==> config.mk <==
export PLATFORM = sky130hd
export DESIGN_NAME = page_table_translate_unit
export DESIGN_NICKNAME = d
export VERILOG_FILES = /design/src/hw/rtl/ptt_pkg.sv /design/src/hw/rtl/ptt_store.sv /design/src/hw/rtl/page_table_translate_unit.sv
export SDC_FILE = /design/constraint.sdc
export NUM_CORES = 1
export LEC_CHECK = 0
export BUFFER_PORTS_ARGS = -buffer_cell sky130_fd_sc_hd__buf_4
export CAP_MARGIN = 20
export CORE_AREA = 2 2 289 291
export CTS_CLUSTER_SIZE = 8
export DETAILED_ROUTE_END_ITERATION = 6
export DIE_AREA = 0 0 291 293
export GPL_ROUTABILITY_DRIVEN = 0
export HOLD_SLACK_MARGIN = 0.02
export PLACE_DENSITY = 0.72
export SETUP_SLACK_MARGIN = 0.1
export SYNTH_ARGS = -nofsm -noshare
export SYNTH_HDL_FRONTEND = slang
export SYNTH_HIERARCHICAL = 1
export SYNTH_SLANG_ARGS = --single-unit
==> constraint.sdc <==
create_clock -name clk -period 8.9 [get_ports clk]
set_clock_uncertainty 0.1 [all_clocks]
set_input_delay 0 -clock clk [delete_from_list [all_inputs] [get_ports clk]]
set_output_delay 0 -clock clk [all_outputs]
set_load 0.05 [all_outputs]
==> src/hw/rtl/ptt_pkg.sv <==
`default_nettype none

package ptt_pkg;

  localparam int DEF_PROCESS_COUNT = 4;
  localparam int PAGES_PER_PROCESS = 16;

  localparam int ENTRY_W  = 16;
  localparam int VADDR_W  = 12;
  localparam int PID_W    = 4;
  localparam int MASK_W   = 3;
  localparam int OFFSET_W = 8;

  // Entry layout
  localparam int PRESENT_POS  = 15;
  localparam int ACCESSED_POS = 14;
  localparam int MODIFIED_POS = 13;
  localparam int WRITE_BIT    = 1;

  localparam logic [ENTRY_W-1:0] PERM_BITS   = 16'h0007;
  localparam logic [ENTRY_W-1:0] FRAME_BITS  = 16'h0F00;
  localparam logic [ENTRY_W-1:0] OFFSET_BITS = 16'h00FF;

  typedef logic [1:0] req_type_t;
  localparam req_type_t REQ_TRANSLATE = 2'd0;
  localparam req_type_t REQ_WRITE     = 2'd1;
  localparam req_type_t REQ_READ      = 2'd2;

  typedef logic [1:0] status_t;
  localparam status_t ST_OK          = 2'd0;
  localparam status_t ST_BAD_PROCESS = 2'd1;
  localparam status_t ST_NOT_PRESENT = 2'd2;
  localparam status_t ST_DENIED      = 2'd3;

  typedef logic [ENTRY_W-1:0] entry_t;

endpackage

`default_nettype wire

==> src/hw/rtl/ptt_store.sv <==
`default_nettype none

module ptt_store #(
  parameter int DEPTH  = ptt_pkg::DEF_PROCESS_COUNT * ptt_pkg::PAGES_PER_PROCESS,
  parameter int SLOT_W = $clog2(DEPTH)
) (
  input  wire                  clk,
  input  wire                  rst_n,
  input  wire                  rd_en,
  input  wire [SLOT_W-1:0]     rd_slot,
  output ptt_pkg::entry_t      rd_entry,
  input  wire                  wr_en,
  input  wire [SLOT_W-1:0]     wr_slot,
  input  wire ptt_pkg::entry_t wr_data
);

  ptt_pkg::entry_t mem [DEPTH];
  logic [DEPTH-1:0] valid_r;
  ptt_pkg::entry_t  rd_entry_r;

  always_ff @(posedge clk) begin
    if (wr_en) begin
      mem[wr_slot] <= wr_data;
    end
  end

  // Entries never written read as zero
  always_ff @(posedge clk) begin
    if (!rst_n) begin
      valid_r <= '0;
    end else if (wr_en) begin
      valid_r[wr_slot] <= 1'b1;
    end
  end

  // Forward a write that lands on the entry being read in the same cycle
  always_ff @(posedge clk) begin
    if (rd_en) begin
      if (wr_en && (wr_slot == rd_slot)) begin
        rd_entry_r <= wr_data;
      end else if (valid_r[rd_slot]) begin
        rd_entry_r <= mem[rd_slot];
      end else begin
        rd_entry_r <= '0;
      end
    end
  end

  assign rd_entry = rd_entry_r;

endmodule

`default_nettype wire

==> src/hw/rtl/page_table_translate_unit.sv <==
`default_nettype none

// Page table translation unit: one request (translate, table write or table
// read) is taken per cycle. The entry store is read at the transfer edge,
// together with the input register; the entry is then checked and written
// back as the request moves from the input register into the result
// register. The store has one read and one write port; a request that
// touches the entry written by the request just ahead of it sees the new
// value through a bypass. The store reads as all zero after reset, with no
// clearing pass. When the result is not taken, input transfers stop once
// the two stages are full.
module page_table_translate_unit #(
  parameter int PROCESS_COUNT = ptt_pkg::DEF_PROCESS_COUNT
) (
  input  wire                             clk,
  input  wire                             rst_n,
  input  wire                             in_valid,
  output logic                            in_ready,
  input  wire  [1:0]                      in_req_type,
  input  wire  [ptt_pkg::PID_W-1:0]       in_process_id,
  input  wire  [ptt_pkg::VADDR_W-1:0]     in_virtual_address,
  input  wire  [ptt_pkg::MASK_W-1:0]      in_access_mask,
  input  wire  [ptt_pkg::ENTRY_W-1:0]     in_entry_data,
  output logic                            out_valid,
  input  wire                             out_ready,
  output logic [ptt_pkg::VADDR_W-1:0]     out_physical_address,
  output logic [1:0]                      out_status,
  output logic [ptt_pkg::ENTRY_W-1:0]     out_entry_value
);

  localparam int DEPTH  = PROCESS_COUNT * ptt_pkg::PAGES_PER_PROCESS;
  localparam int SLOT_W = $clog2(DEPTH);

  // Stage 1: request held while the entry is read
  logic                               s1_valid_r;
  ptt_pkg::req_type_t                 s1_type_r;
  logic                               s1_pid_ok_r;
  logic [SLOT_W-1:0]                  s1_slot_r;
  logic [ptt_pkg::OFFSET_W-1:0]       s1_offset_r;
  logic [ptt_pkg::MASK_W-1:0]         s1_mask_r;
  ptt_pkg::entry_t                    s1_data_r;

  // Result register
  logic                               out_valid_r;
  logic [ptt_pkg::VADDR_W-1:0]        out_pa_r;
  ptt_pkg::status_t                   out_status_r;
  ptt_pkg::entry_t                    out_ev_r;

  logic                               in_xfer;
  logic                               advance;
  logic                               in_pid_ok;
  logic [SLOT_W-1:0]                  in_slot;
  ptt_pkg::entry_t                    entry;

  logic [ptt_pkg::VADDR_W-1:0]        pa_nxt;
  ptt_pkg::status_t                   status_nxt;
  ptt_pkg::entry_t                    ev_nxt;
  ptt_pkg::entry_t                    new_entry;
  logic                               wb_req;
  logic                               wr_en;

  assign advance  = s1_valid_r && (!out_valid_r || out_ready);
  assign in_ready = !s1_valid_r || advance;
  assign in_xfer  = in_valid && in_ready;

  assign in_pid_ok = {1'b0, in_process_id} < (ptt_pkg::PID_W + 1)'(PROCESS_COUNT);
  assign in_slot   = SLOT_W'({in_process_id,
                              in_virtual_address[ptt_pkg::VADDR_W-1:ptt_pkg::OFFSET_W]});

  always_ff @(posedge clk) begin
    if (!rst_n) begin
      s1_valid_r <= 1'b0;
    end else if (in_ready) begin
      s1_valid_r <= in_valid;
    end
  end

  always_ff @(posedge clk) begin
    if (in_xfer) begin
      s1_type_r   <= in_req_type;
      s1_pid_ok_r <= in_pid_ok;
      s1_slot_r   <= in_slot;
      s1_offset_r <= in_virtual_address[ptt_pkg::OFFSET_W-1:0];
      s1_mask_r   <= in_access_mask;
      s1_data_r   <= in_entry_data;
    end
  end

  ptt_store #(
    .DEPTH  (DEPTH),
    .SLOT_W (SLOT_W)
  ) u_store (
    .clk      (clk),
    .rst_n    (rst_n),
    .rd_en    (in_xfer),
    .rd_slot  (in_slot),
    .rd_entry (entry),
    .wr_en    (wr_en),
    .wr_slot  (s1_slot_r),
    .wr_data  (new_entry)
  );

  always_comb begin
    pa_nxt     = '0;
    status_nxt = ptt_pkg::ST_OK;
    ev_nxt     = '0;
    new_entry  = entry | (ptt_pkg::entry_t'(1) << ptt_pkg::ACCESSED_POS);
    wb_req     = 1'b0;
    if (s1_mask_r[ptt_pkg::WRITE_BIT]) begin
      new_entry = new_entry | (ptt_pkg::entry_t'(1) << ptt_pkg::MODIFIED_POS);
    end
    case (s1_type_r)
      ptt_pkg::REQ_TRANSLATE: begin
        if (!s1_pid_ok_r) begin
          status_nxt = ptt_pkg::ST_BAD_PROCESS;
        end else if (!entry[ptt_pkg::PRESENT_POS]) begin
          status_nxt = ptt_pkg::ST_NOT_PRESENT;
        end else if ((entry & ptt_pkg::PERM_BITS
                      & ptt_pkg::entry_t'(s1_mask_r)) == '0) begin
          status_nxt = ptt_pkg::ST_DENIED;
        end else begin
          wb_req = 1'b1;
          ev_nxt = new_entry;
          pa_nxt = ptt_pkg::VADDR_W'(new_entry & ptt_pkg::FRAME_BITS)
                 | ptt_pkg::VADDR_W'(s1_offset_r);
        end
      end
      ptt_pkg::REQ_WRITE: begin
        if (!s1_pid_ok_r) begin
          status_nxt = ptt_pkg::ST_BAD_PROCESS;
        end else begin
          wb_req    = 1'b1;
          new_entry = s1_data_r;
          ev_nxt    = s1_data_r;
        end
      end
      ptt_pkg::REQ_READ: begin
        if (!s1_pid_ok_r) begin
          status_nxt = ptt_pkg::ST_BAD_PROCESS;
        end else begin
          ev_nxt = entry;
        end
      end
      default: begin
        // unused request type: empty ok result
      end
    endcase
  end

  assign wr_en = advance && wb_req;

  always_ff @(posedge clk) begin
    if (!rst_n) begin
      out_valid_r <= 1'b0;
    end else if (advance) begin
      out_valid_r <= 1'b1;
    end else if (out_ready) begin
      out_valid_r <= 1'b0;
    end
  end

  always_ff @(posedge clk) begin
    if (advance) begin
      out_pa_r     <= pa_nxt;
      out_status_r <= status_nxt;
      out_ev_r     <= ev_nxt;
    end
  end

  assign out_valid            = out_valid_r;
  assign out_physical_address = out_pa_r;
  assign out_status           = out_status_r;
  assign out_entry_value      = out_ev_r;

  a_ready_low_full: assert property (@(posedge clk) disable iff (!rst_n)
    !in_ready |-> (s1_valid_r && out_valid_r && !out_ready))
    else $error("input stalled while a stage is free");

  a_wb_on_advance: assert property (@(posedge clk) disable iff (!rst_n)
    wr_en |-> (advance && s1_pid_ok_r))
    else $error("store written without a result moving out");

  a_translate_marks_accessed: assert property (@(posedge clk) disable iff (!rst_n)
    (wr_en && (s1_type_r == ptt_pkg::REQ_TRANSLATE)) |->
      (new_entry[ptt_pkg::ACCESSED_POS] && new_entry[ptt_pkg::PRESENT_POS]
       && (status_nxt == ptt_pkg::ST_OK)))
    else $error("translate write-back without accessed bit");

  a_fault_zero: assert property (@(posedge clk) disable iff (!rst_n)
    (advance && (status_nxt != ptt_pkg::ST_OK)) |-> (!wb_req && (pa_nxt == '0)
      && (ev_nxt == '0)))
    else $error("fault result carries data or writes the store");

  a_reset_empty: assert property (@(posedge clk)
    !rst_n |=> (!out_valid_r && !s1_valid_r))
    else $error("pipeline not empty after reset");

endmodule

`default_nettype wire
==> flow_metrics.tcl <==
set metrics [dict create \
    synth_common_cells "1106 x edfxtp_1, 179 x mux2i_1, 172 x mux4_2, 118 x nand2_1, 89 x nor2b_1" \
    clkLatencyLatePin_ps 730 \
    synth_cell_types 50 \
    nFillCells 5262 \
    syn_area_mm2 0.0463 \
    syn2layout_area_growth_pct 15.7 \
    cts_buffers 164 \
    layout-drive-gt1-share_pct 20.8 \
    hold_path.class "input port to flip-flop" \
    tightest_slew_ps 1020 \
    die_h_um 293 \
    rows 105 \
    fin_nets 2817 \
    status "finished with violations" \
    setup_violations 0 \
    power.density_mw_per_mm2 232 \
    synthTopCellsByArea "edfxtp_1 72%, mux4_2 8.4%, mux2i_1 3.9%" \
    critPathLaunchType "input port" \
    path_max_fanout 70 \
    leakage_nw 17.6 \
    seq_power_share_pct 49.6 \
    seq_area_mm2 0.0345 \
    final_util_pct 65.4 \
    synth_top_area_share_pct 71.7 \
    grt-ovfl-total 0 \
    grt_pass1_vias 25700 \
    p_int_w 0.00978 \
    critical_path.top_delay_family "buffers and inverters" \
    max_cap_viol_count 0 \
    max_stage_delay_ps 840 \
    p_comb_share_pct 5.4 \
    initial_core_util_pct 56.6 \
    portBuffers 72 \
    cts_hold_buf 74 \
    synth_most_common_cell "edfxtp_1" \
    htreeDepth 4 \
    dpl_worst_slack_ps 4500 \
    antenna_found_initial 3 \
    swShare_pct 21.2 \
    cts_tree "yes" \
    postSynthAreaPerCell_um2 18.5 \
    dp_hpwl_um 62200 \
    clock_power_share_pct 45.0 \
    ant_nets 0 \
    p_total_w 0.0124 \
    crit_chain "dlygate4sd3_1, buf_8, buf_4, mux4_2, a22oi_1, a31oi_1, a22oi_2, o21ai_0" \
    worst-setup-path-type "input port to flip-flop" \
    worst_ep_required_time_ps 9220 \
    vias_per_cell 6.50 \
    hold_viol_final 0 \
    synthArstFlopShare_pct 0 \
    drv_slew 0 \
    dieArea_mm2 0.0853 \
    cp_num_buf_inv 3 \
    ios 73 \
    cp_slowest_cell "buf_4" \
    cts_num_sinks 1172 \
    rsz0062_at_grt "no" \
    final_cells 3905 \
    min_period_ps 3970 \
    setup_tns_ps 0 \
    track_usage_pct 27.1 \
    grt_pass1_wl_um 169000 \
    drc 4 \
    synth_ff_type "edfxtp_1" \
    fp.dieW_um 291 \
    cp-end-kind "flip-flop" \
    p_sw_w 0.00263 \
    worstPathArrival_ps 4300 \
    root_buffer "clkbuf_16" \
    synth_edf_count 1106 \
    ir_drop_uv 193 \
    drt-wirelength-per-cell_um 29.2 \
    violations "DRC" \
    mappedNetlistNets 2554 \
    syn_inst 2509 \
    fmax_mhz 252 \
    placed_cells 3601 \
    routed_wl_um 114000 \
    cts_resized 0 \
    drtIter0Drc 3242 \
    core_area_mm2 0.0818 \
    clock_path_buffers 3 \
    slew_headroom_pct 31.0 \
    synth-seq-area-share_pct 74.6 \
    worst_slack_ps 4930 \
    drt_first_pass_iters 7 \
    ys_warn_count 6 \
    postCtsSetupBuffers 0 \
    grt_max_degree 137 \
    synth_seq_cells 1172 \
    num_vias 25400 \
    yosys.area.top_type "edfxtp_1" \
    multiInputGateArea_mm2 0.0110 \
    timing.final.crit_share_pct 44.6 \
    path_clk_slew_ps 50 \
]
## sequential cells by signal, summed over array words and instances, names as in the netlist, 3 cells and up
register,count
s1_data_r,16
u_store/valid_r,64
out_entry_value,16
u_store/mem,1024
out_physical_address,12
s1_mask_r,3
s1_slot_r,6
u_store/rd_entry,16
s1_offset_r,8
## per-stage QoR
stage	instance area [um2]	hold WS [ps]
3_5_place_dp	48200	79.6
6_report	53600	131
2_1_floorplan	46300	-1.13
3_3_place_gp	48200	79.1
5_1_grt	53600	132
4_1_cts	53600	79.9
## cell usage in the layout (no fill, tap or decap), drive strengths merged, types with 4 or more instances in the layout
cell type    instances
dlygate4sd3         74
nand2              118
mux2i              179
edfxtp            1106
nor3                 4
a22oi               37
nand2b              40
and2                20
a22o                13
mux4               173
nor2                76
o22ai               13
o21a                66
dfxtp               66
o211ai              47
o221ai              32
inv                  9
nand3               31
a21oi               52
o21ai               44
a211oi              10
clkinv               5
o311ai              11
buf                174
a21boi               4
clkbuf             219
ha                   4
mux2                50
a221oi              12
a31oi               33
nor2b               89
## area by class of cell
class	count	area share, %
clock inverter	9	0.285
clock buffer	219	8.25
antenna	1	0.00467
multi-input combinational	1180	20.5
sequential	1172	64.5
tap	1070	2.50
inverter	6	0.0444
timing repair buffer	248	3.96
## path summary, 6_finish.rpt
kind                               to  cells past startpoint                    from  slack [ps]
setup / recovery  u_store/rd_entry[4]                      8   in_virtual_address[8]        4930
setup reg to reg  u_store/mem[26][11]                      8            s1_type_r[1]        4990
hold reg to reg   u_store/valid_r[34]                      1     u_store/valid_r[34]         360
hold / removal           s1_slot_r[3]                      2  in_virtual_address[11]         130
## cells by family after synthesis
logic type,after synthesis,synth area share [%]
adder cells (fa/ha/maj),4,0.108
AO/OA/AOI/OAI,379,5.71
AND/OR/NAND/NOR,389,4.14
multiplexers,402,13.5
XOR/XNOR,6,0.114
buffers and inverters,157,1.85
flip-flops,1172,74.6
## power groups by stage
stage | Combinational [W] | Clock (W) | Sequential [W]
6_report | 0.000673 | 0.00558 | 0.00615
5_1_grt | 0.000710 | 0.00588 | 0.00614
4_1_cts | 0.000665 | 0.00564 | 0.00615
3_5_place_dp | 0.000636 | 0 | 0.00625
3_3_place_gp | 0.000617 | 0 | 0.00625
2_1_floorplan | 0.000382 | 0 | 0.00627
## layer usage
metal	routed length (um)	global-route usage (%)
met5	13	0
met2	54400	42.5
met1	44700	38.2
met4	3610	9.91
met3	11300	5.70
(Power assumes the default switching activity.)
